$ cat config.mk
export PLATFORM = sky130hd
export DESIGN_NAME = fat_short_name_directory_search_flat
export DESIGN_NICKNAME = d
export VERILOG_FILES = /design/src/rtl/core/fsnds_pkg.sv /design/src/rtl/core/fsnds_if.sv /design/src/rtl/core/fsnds_name_fill.sv /design/src/rtl/core/fat_short_name_directory_search.sv /design/src/flat_wrapper.sv
export SDC_FILE = /design/constraint.sdc
export NUM_CORES = 1
export LEC_CHECK = 0
export ABC_AREA = 1
export BUFFER_PORTS_ARGS = -buffer_cell sky130_fd_sc_hd__buf_4
export CAP_MARGIN = 20
export CORE_MARGIN = 2
export CORE_UTILIZATION = 47
export CTS_CLUSTER_DIAMETER = 80
export DETAILED_ROUTE_END_ITERATION = 8
export PLACE_DENSITY = 0.67
export SYNTH_ARGS = -nofsm -noshare
export SYNTH_HDL_FRONTEND = slang
export SYNTH_HIERARCHICAL = 1
export SYNTH_SLANG_ARGS = --single-unit
$ cat constraint.sdc
create_clock -name clk -period 4.35 [get_ports clk]
set_input_delay 0.435 -clock clk [delete_from_list [all_inputs] [get_ports clk]]
set_output_delay 0.435 -clock clk [all_outputs]
set_load 0.02 [all_outputs]
$ cat src/rtl/core/fsnds_pkg.sv
package fsnds_pkg;

  // Directory geometry.
  localparam int MAX_ENTRIES = 512;
  localparam int POS_W       = 9;
  localparam int LIMIT_RAW_W = $clog2(MAX_ENTRIES) + 1;
  localparam int LIMIT_W     = (LIMIT_RAW_W > POS_W) ? LIMIT_RAW_W : POS_W;

  // 8.3 buffer geometry.
  localparam int NAME_LEN  = 11;
  localparam int BASE_LEN  = 8;
  localparam int FILL_W    = 4;

  // Character and marker codes.
  localparam logic [7:0] CHAR_NUL     = 8'h00;
  localparam logic [7:0] CHAR_SPACE   = 8'h20;
  localparam logic [7:0] CHAR_DOT     = 8'h2E;
  localparam logic [7:0] CHAR_LOWER_A = 8'h61;
  localparam logic [7:0] CHAR_LOWER_Z = 8'h7A;
  localparam logic [7:0] CASE_OFFSET  = 8'h20;
  localparam logic [7:0] MARK_END     = 8'h00;
  localparam logic [7:0] MARK_DELETED = 8'hE5;
  localparam logic [3:0] ATTR_LFN     = 4'hF;
  localparam logic [7:0] ATTR_VOLUME  = 8'h08;

  typedef enum logic [1:0] {
    OP_BEGIN = 2'd0,
    OP_CHAR  = 2'd1,
    OP_ENTRY = 2'd2
  } opcode_t;

  typedef enum logic [1:0] {
    PHASE_BASE = 2'd0,
    PHASE_FULL = 2'd1,
    PHASE_EXT  = 2'd2
  } phase_t;

  // Commands from the top level to the name buffer.
  typedef struct packed {
    logic start_name;
    logic put_char;
  } fill_cmd_t;

  function automatic logic [7:0] upcase(input logic [7:0] c);
    logic [7:0] r;
    r = c;
    if (c >= CHAR_LOWER_A && c <= CHAR_LOWER_Z) begin
      r = c - CASE_OFFSET;
    end
    return r;
  endfunction

endpackage

$ cat src/rtl/core/fsnds_if.sv
// Input channel: one command or directory entry per beat.
interface fsnds_in_if;
  logic        valid;
  logic        ready;
  logic [1:0]  opcode;
  logic [7:0]  name_char;
  logic [63:0] entry_base;
  logic [23:0] entry_suffix;
  logic [7:0]  entry_attr;
  logic [8:0]  entry_position;
  logic        entry_final;

  modport source (
    output valid, opcode, name_char, entry_base, entry_suffix, entry_attr,
           entry_position, entry_final,
    input  ready
  );
  modport sink (
    input  valid, opcode, name_char, entry_base, entry_suffix, entry_attr,
           entry_position, entry_final,
    output ready
  );
endinterface

// Result channel: one search outcome per beat.
interface fsnds_out_if;
  logic       valid;
  logic       ready;
  logic       found;
  logic [8:0] found_position;

  modport source (output valid, found, found_position, input ready);
  modport sink (input valid, found, found_position, output ready);
endinterface

$ cat src/rtl/core/fsnds_name_fill.sv
module fsnds_name_fill (
  input  logic                  clk,
  input  logic                  rst,
  input  fsnds_pkg::fill_cmd_t  cmd,
  input  logic [7:0]            name_char,
  output logic [7:0]            short_name [fsnds_pkg::NAME_LEN]
);

  logic [7:0]                     name_next [fsnds_pkg::NAME_LEN];
  logic [fsnds_pkg::FILL_W-1:0]   fill_position;
  logic [fsnds_pkg::FILL_W-1:0]   fill_position_next;
  fsnds_pkg::phase_t              fill_phase;
  fsnds_pkg::phase_t              fill_phase_next;
  logic [7:0]                     up_char;

  assign up_char = fsnds_pkg::upcase(name_char);

  // Clear the 8.3 buffer on a begin command, or pack one character into it.
  always_comb begin
    name_next          = short_name;
    fill_position_next = fill_position;
    fill_phase_next    = fill_phase;
    if (cmd.start_name) begin
      for (int i = 0; i < fsnds_pkg::NAME_LEN; i++) begin
        name_next[i] = fsnds_pkg::CHAR_SPACE;
      end
      fill_position_next = '0;
      fill_phase_next    = fsnds_pkg::PHASE_BASE;
    end else if (cmd.put_char && name_char != fsnds_pkg::CHAR_NUL) begin
      unique case (fill_phase)
        fsnds_pkg::PHASE_BASE: begin
          if (name_char == fsnds_pkg::CHAR_DOT) begin
            fill_phase_next    = fsnds_pkg::PHASE_EXT;
            fill_position_next = fsnds_pkg::FILL_W'(fsnds_pkg::BASE_LEN);
          end else begin
            if (fill_position < fsnds_pkg::FILL_W'(fsnds_pkg::BASE_LEN)) begin
              name_next[fill_position] = up_char;
            end
            fill_position_next = fill_position + 1'b1;
            if (fill_position_next >= fsnds_pkg::FILL_W'(fsnds_pkg::BASE_LEN)) begin
              fill_position_next = fsnds_pkg::FILL_W'(fsnds_pkg::BASE_LEN);
              fill_phase_next    = fsnds_pkg::PHASE_FULL;
            end
          end
        end
        fsnds_pkg::PHASE_FULL: begin
          // A dot after a full base is dropped; anything else spills over.
          fill_phase_next    = fsnds_pkg::PHASE_EXT;
          fill_position_next = fsnds_pkg::FILL_W'(fsnds_pkg::BASE_LEN);
          if (name_char != fsnds_pkg::CHAR_DOT) begin
            name_next[fsnds_pkg::BASE_LEN] = up_char;
            fill_position_next = fsnds_pkg::FILL_W'(fsnds_pkg::BASE_LEN + 1);
          end
        end
        default: begin
          if (fill_position >= fsnds_pkg::FILL_W'(fsnds_pkg::BASE_LEN) &&
              fill_position < fsnds_pkg::FILL_W'(fsnds_pkg::NAME_LEN)) begin
            name_next[fill_position] = up_char;
            fill_position_next       = fill_position + 1'b1;
          end
        end
      endcase
    end
  end

  // Buffer and fill state registers.
  always_ff @(posedge clk) begin
    if (rst) begin
      for (int i = 0; i < fsnds_pkg::NAME_LEN; i++) begin
        short_name[i] <= fsnds_pkg::CHAR_SPACE;
      end
      fill_position <= '0;
      fill_phase    <= fsnds_pkg::PHASE_BASE;
    end else begin
      short_name    <= name_next;
      fill_position <= fill_position_next;
      fill_phase    <= fill_phase_next;
    end
  end

endmodule

$ cat src/rtl/core/fat_short_name_directory_search.sv
// FAT 8.3 short-name directory search.
// The item channel carries three kinds of beat: a begin beat clears the name
// buffer and re-arms the search, character beats build the 8.3 name, and
// directory entry beats are compared against it. The result channel carries
// one beat per search: the first matching entry, or not found when an end
// marker, an out-of-range position or the final entry is reached. Further
// entry beats are dropped until the next begin beat.
// Each item beat is captured in an input register and handled by one pass of
// compare and update logic into the result register. One item beat is taken
// every cycle while the result side is not stalled; the name buffer update is
// the only per-item loop and it is combinational.
// Synchronous reset empties both registers, fills the buffer with spaces and
// re-arms the search. When the receiver stalls, the result register holds its
// beat, one more item beat is still taken into the input register, and
// item.ready then drops until the result beat leaves.
module fat_short_name_directory_search (
  input  logic  clk,
  input  logic  rst,
  fsnds_in_if.sink    item,
  fsnds_out_if.source result
);

  logic        s1_valid;
  logic [1:0]  s1_opcode;
  logic [7:0]  s1_name_char;
  logic [63:0] s1_entry_base;
  logic [23:0] s1_entry_suffix;
  logic [7:0]  s1_entry_attr;
  logic [8:0]  s1_entry_position;
  logic        s1_entry_final;

  logic        advance;
  logic        search_finished;
  logic        search_finished_next;
  logic        emit;
  logic        emit_found;
  logic        name_match;
  logic        skipped;
  logic [7:0]  first_byte;
  logic [7:0]  short_name [fsnds_pkg::NAME_LEN];
  fsnds_pkg::fill_cmd_t fill_cmd;

  // The input register moves on whenever the result register can take a beat.
  assign advance    = !result.valid || result.ready;
  assign item.ready = !s1_valid || advance;

  always_ff @(posedge clk) begin
    if (rst) begin
      s1_valid <= 1'b0;
    end else if (item.ready) begin
      s1_valid <= item.valid;
    end
  end

  always_ff @(posedge clk) begin
    if (item.ready) begin
      s1_opcode         <= item.opcode;
      s1_name_char      <= item.name_char;
      s1_entry_base     <= item.entry_base;
      s1_entry_suffix   <= item.entry_suffix;
      s1_entry_attr     <= item.entry_attr;
      s1_entry_position <= item.entry_position;
      s1_entry_final    <= item.entry_final;
    end
  end

  // Name buffer commands.
  assign fill_cmd.start_name = s1_valid && advance && s1_opcode == fsnds_pkg::OP_BEGIN;
  assign fill_cmd.put_char   = s1_valid && advance && s1_opcode == fsnds_pkg::OP_CHAR;

  fsnds_name_fill u_name_fill (
    .clk        (clk),
    .rst        (rst),
    .cmd        (fill_cmd),
    .name_char  (s1_name_char),
    .short_name (short_name)
  );

  // Byte-wise compare of the entry name against the buffer.
  always_comb begin
    name_match = 1'b1;
    for (int k = 0; k < fsnds_pkg::BASE_LEN; k++) begin
      if (s1_entry_base[8*k +: 8] != short_name[k]) begin
        name_match = 1'b0;
      end
    end
    for (int k = 0; k < fsnds_pkg::NAME_LEN - fsnds_pkg::BASE_LEN; k++) begin
      if (s1_entry_suffix[8*k +: 8] != short_name[fsnds_pkg::BASE_LEN + k]) begin
        name_match = 1'b0;
      end
    end
  end

  assign first_byte = s1_entry_base[7:0];
  assign skipped    = first_byte == fsnds_pkg::MARK_DELETED ||
                      s1_entry_attr[3:0] == fsnds_pkg::ATTR_LFN ||
                      (s1_entry_attr & fsnds_pkg::ATTR_VOLUME) != 8'h00;

  // Begin re-arms the search; entries end it: end marker, range, match, last.
  always_comb begin
    emit                 = 1'b0;
    emit_found           = 1'b0;
    search_finished_next = search_finished;
    if (s1_valid && advance) begin
      unique case (s1_opcode)
        fsnds_pkg::OP_BEGIN: begin
          search_finished_next = 1'b0;
        end
        fsnds_pkg::OP_ENTRY: begin
          if (!search_finished) begin
            priority if (first_byte == fsnds_pkg::MARK_END ||
                         fsnds_pkg::LIMIT_W'(s1_entry_position) >=
                         fsnds_pkg::LIMIT_W'(fsnds_pkg::MAX_ENTRIES)) begin
              emit = 1'b1;
            end else if (!skipped && name_match) begin
              emit       = 1'b1;
              emit_found = 1'b1;
            end else if (s1_entry_final) begin
              emit = 1'b1;
            end else begin
              emit = 1'b0;
            end
            if (emit) begin
              search_finished_next = 1'b1;
            end
          end
        end
        default: begin
          search_finished_next = search_finished;
        end
      endcase
    end
  end

  always_ff @(posedge clk) begin
    if (rst) begin
      search_finished <= 1'b0;
      result.valid    <= 1'b0;
    end else begin
      search_finished <= search_finished_next;
      if (advance) begin
        result.valid <= emit;
      end
    end
  end

  always_ff @(posedge clk) begin
    if (advance) begin
      result.found          <= emit_found;
      result.found_position <= emit_found ? s1_entry_position : '0;
    end
  end

endmodule

$ cat src/flat_wrapper.sv
// flat-port wrapper written by rule: the top's interface ports become plain ports
module fat_short_name_directory_search_flat 
  (clk, rst, item_valid, item_opcode, item_name_char, item_entry_base, item_entry_suffix, item_entry_attr, item_entry_position, item_entry_final, item_ready, result_valid, result_found, result_found_position, result_ready);
  fsnds_in_if item_i ();
  fsnds_out_if result_i ();
  input  logic clk;
  input  logic rst;
  input wire logic [$bits(item_i.valid)-1:0] item_valid;
  input wire logic [$bits(item_i.opcode)-1:0] item_opcode;
  input wire logic [$bits(item_i.name_char)-1:0] item_name_char;
  input wire logic [$bits(item_i.entry_base)-1:0] item_entry_base;
  input wire logic [$bits(item_i.entry_suffix)-1:0] item_entry_suffix;
  input wire logic [$bits(item_i.entry_attr)-1:0] item_entry_attr;
  input wire logic [$bits(item_i.entry_position)-1:0] item_entry_position;
  input wire logic [$bits(item_i.entry_final)-1:0] item_entry_final;
  output wire logic [$bits(item_i.ready)-1:0] item_ready;
  output wire logic [$bits(result_i.valid)-1:0] result_valid;
  output wire logic [$bits(result_i.found)-1:0] result_found;
  output wire logic [$bits(result_i.found_position)-1:0] result_found_position;
  input wire logic [$bits(result_i.ready)-1:0] result_ready;
  assign item_i.valid = item_valid;
  assign item_i.opcode = item_opcode;
  assign item_i.name_char = item_name_char;
  assign item_i.entry_base = item_entry_base;
  assign item_i.entry_suffix = item_entry_suffix;
  assign item_i.entry_attr = item_entry_attr;
  assign item_i.entry_position = item_entry_position;
  assign item_i.entry_final = item_entry_final;
  assign item_ready = item_i.ready;
  assign result_valid = result_i.valid;
  assign result_found = result_i.found;
  assign result_found_position = result_i.found_position;
  assign result_i.ready = result_ready;
  fat_short_name_directory_search u_core (.clk(clk), .rst(rst), .item(item_i), .result(result_i));
endmodule
==> flow_metrics.py <==
metrics = {
    "job": {
        "max-cap-violations": 0,
    },
    "yosys": {
        "syn-num-nets": 1354,
        "yosysTopAreaCell": "edfxtp_1",
        "ys_types": 33,
        "syn_inst": 1229,
        "synth.top_cells.by_area": "edfxtp_1 37%, dfxtp_1 20%, nand2_1 14%",
        "yosys_warnings": 6,
        "yosys_register_bits": 216,
        "synth_edf_count": 119,
        "syn_avg_cell_area_um2": 7.91,
        "synth_area_mm2": 0.00972,
        "post-synth-top-area-fraction": 0.368,
        "async_flop_share": 0,
        "seq_area_frac_synth": 0.567,
        "synthFlopType": "edfxtp_1",
    },
    "placement": {
        "dp.cells": 1602,
        "gp_congestion": 0.874,
        "dp_slack_ps": 1080,
        "placed_area_mm2": 0.0110,
        "port_buffers": 124,
        "dp_hpwl_um": 16200,
    },
    "cells_and_area": {
        "nFillCells": 1846,
        "layout_commonest_cell": "nand2_1",
        "drive_gt1_frac": 0.153,
        "final_cell_mix": "368 x nand2_1, 261 x nor2_1, 174 x inv_1",
        "synthToLayoutAreaGrowth_pct": 21.3,
        "instances_no_fill": 1647,
        "nets": 1484,
        "n_antenna_cell": 0,
        "final_area_mm2": 0.0118,
    },
    "floorplan": {
        "die_h_um": 148,
        "floorplan.die_area_mm2": 0.0219,
        "rows": 52,
        "core_area_mm2": 0.0203,
        "dieWidth_um": 148,
        "ios": 132,
        "initial_core_util": 0.479,
    },
    "worst_setup_path": {
        "critical_path_class": "reg -> reg",
        "required_ps": 4800,
        "critical_path.slowest_cell": "nor3b_1",
        "crit_fanout": 17,
        "cp-start-kind": "flip-flop",
        "endpoint_kind": "flip-flop",
        "critical_path_arrival_ps": 3450,
        "cpMostUsedCell": "nand2_1",
        "slowest_delay_ps": 570,
        "crit_chain": "nand2_1 -> nand2_1 -> nor3b_1 -> o21ai_1 -> nor2_4 -> nand2_1 -> nor2_2 -> nor2_1 -> nor2_1",
    },
    "timing": {
        "finalWorstSetupSlack_ps": 1350,
        "finalHoldViolations": 0,
        "grt_setup_unrepaired": "no",
        "fin_tns_setup_ps": 0,
        "period_share": 0.689,
        "max_slew_margin": 0.292,
        "finalSetupViolations": 0,
        "fmax_ghz": 0.334,
        "min_period_ps": 3000,
        "finClkSkew_ps": 7.53,
        "tightest_slew_ps": 1060,
        "finalMaxSlewViolations": 0,
    },
    "power": {
        "p_per_area_mw_per_mm2": 390,
        "ir_drop_v": 0.000288,
        "total_leakage_power_nw": 5.47,
    },
    "route": {
        "wl_per_cell_um": 14.1,
        "drc": 0,
        "drtAntennaViolNets": 0,
        "vias": 7762,
        "drt_pass1_iterations": 6,
        "drt_iter0_drc": 534,
        "viasPerCell": 4.71,
        "drt_wl_total_um": 23200,
    },
    "global_route": {
        "antenna_found_initial": 0,
        "grt_max_degree": 57,
        "grt.total_usage": 0.213,
        "grt_first_pass_wirelength_um": 36400,
        "grt-ovfl-total": 0,
        "first_global_vias": 7128,
    },
    "clock_network": {
        "cts-root-buf": "clkbuf_16",
        "cts_tree": "built",
        "cts_max_path_buffers": 3,
        "clkTransAtPathRegs_ps": 60,
        "clock_latency_ps": 510,
        "cts_sinks": 216,
        "post-cts-setup-buffers": 0,
        "htreeDepth": 1,
        "hold_buffers": 0,
        "cts_resized": 0,
        "cts_buffers": 24,
    },
    "status": {
        "status": "completed",
    },
    "worst_hold_path": {
        "hold_path_class": "in -> reg",
    },
}
per-layer routing:
layer | up-vias | GRT usage | share of wire | routed length, um
met5 | - | 0 | 0 | 0
li1 | 4037 | - | - | -
met3 | 34 | 0.0358 | 0.069 | 1590
met4 | 0 | 0.0610 | 0.021 | 498
met2 | 255 | 0.358 | 0.47 | 10900
met1 | 3436 | 0.286 | 0.44 | 10300
worst max-delay path, delay by kind of cell, from the launching register on:
kind,cells,cell delay (ps)
flops,1,340
simple gates,8,2330
compound gates,1,250
power by group:
| part | total (W) | internal, W | leakage (nW) | switching [W] |
|---|---|---|---|---|
| clock network | 0.00210 | 0.00130 | 0.400 | 0.000801 |
| logic | 0.000256 | 0.000118 | 3.01 | 0.000138 |
| registers | 0.00225 | 0.00221 | 2.06 | 0.0000371 |
| total | 0.00460 | 0.00363 | 5.47 | 0.000976 |
cell families after synthesis:
kind of cell | after synthesis | share of synthesized area
AND/OR/NAND/NOR | 743 | 0.310
adder cells (fa/ha/maj) | 5 | 0.00644
buffers and inverters | 213 | 0.0844
AO/OA/AOI/OAI | 41 | 0.0224
flip-flops | 216 | 0.567
XOR/XNOR | 11 | 0.00991
path summary, 6_finish.rpt:
check | depth (start not counted) | from | slack (ps) | to
hold reg to reg | 2 | u_core/search_finished | 470 | u_core/search_finished
setup reg to reg | 9 | u_core/result.valid | 1350 | u_core/u_name_fill/short_name[48]
hold / removal | 1 | item_entry_position[6] | 90 | u_core/s1_entry_position[6]
setup / recovery | 9 | u_core/result.valid | 1350 | u_core/u_name_fill/short_name[48]
metrics by stage:
step                total power [W]  hold WS, ps   util
global placement            0.00254          452  0.539
floorplan                   0.00241          441      -
finish                      0.00460         92.5  0.581
global route                0.00476         72.9  0.581
CTS                         0.00465         73.8  0.580
detailed placement          0.00255          464  0.540
state kept, by name, indices dropped and copies added (netlist names):
name / count
u_core/u_name_fill/fill_phase: 2
u_core/u_name_fill/short_name: 88
u_core/s1_name_char: 8
u_core/result.found_position: 9
u_core/u_name_fill/fill_position: 4
u_core/s1_opcode: 2
u_core/s1_entry_suffix: 24
u_core/s1_entry_final: 1
u_core/result.found: 1
u_core/s1_entry_attr: 1
u_core/s1_entry_base: 64
u_core/search_finished: 1
u_core/s1_valid: 1
u_core/result.valid: 1
u_core/s1_entry_position: 9
synth_stat cells (all sizes together), types with 2 or more instances:
cell    count
edfxtp    119
buf        14
nor2      280
o21ai      30
nor3        3
nand3      82
inv       181
dfxtp      97
ha          5
nand2     370
nand4       5
a21oi       9
xnor2       9
clkbuf     17
xor2        2
area by class of cell:
class / count / area (um^2) / area share
Tap cell: 270 / 338 / 0.0286
Timing Repair Buffer: 135 / 1020 / 0.0863
Inverter: 182 / 683 / 0.0579
Multi-Input combinational cell: 800 / 3410 / 0.289
Clock buffer: 28 / 647 / 0.0548
Clock inverter: 16 / 183 / 0.0155
Sequential cell: 216 / 5520 / 0.468
Note: power is estimated with default switching activity, not from simulation.
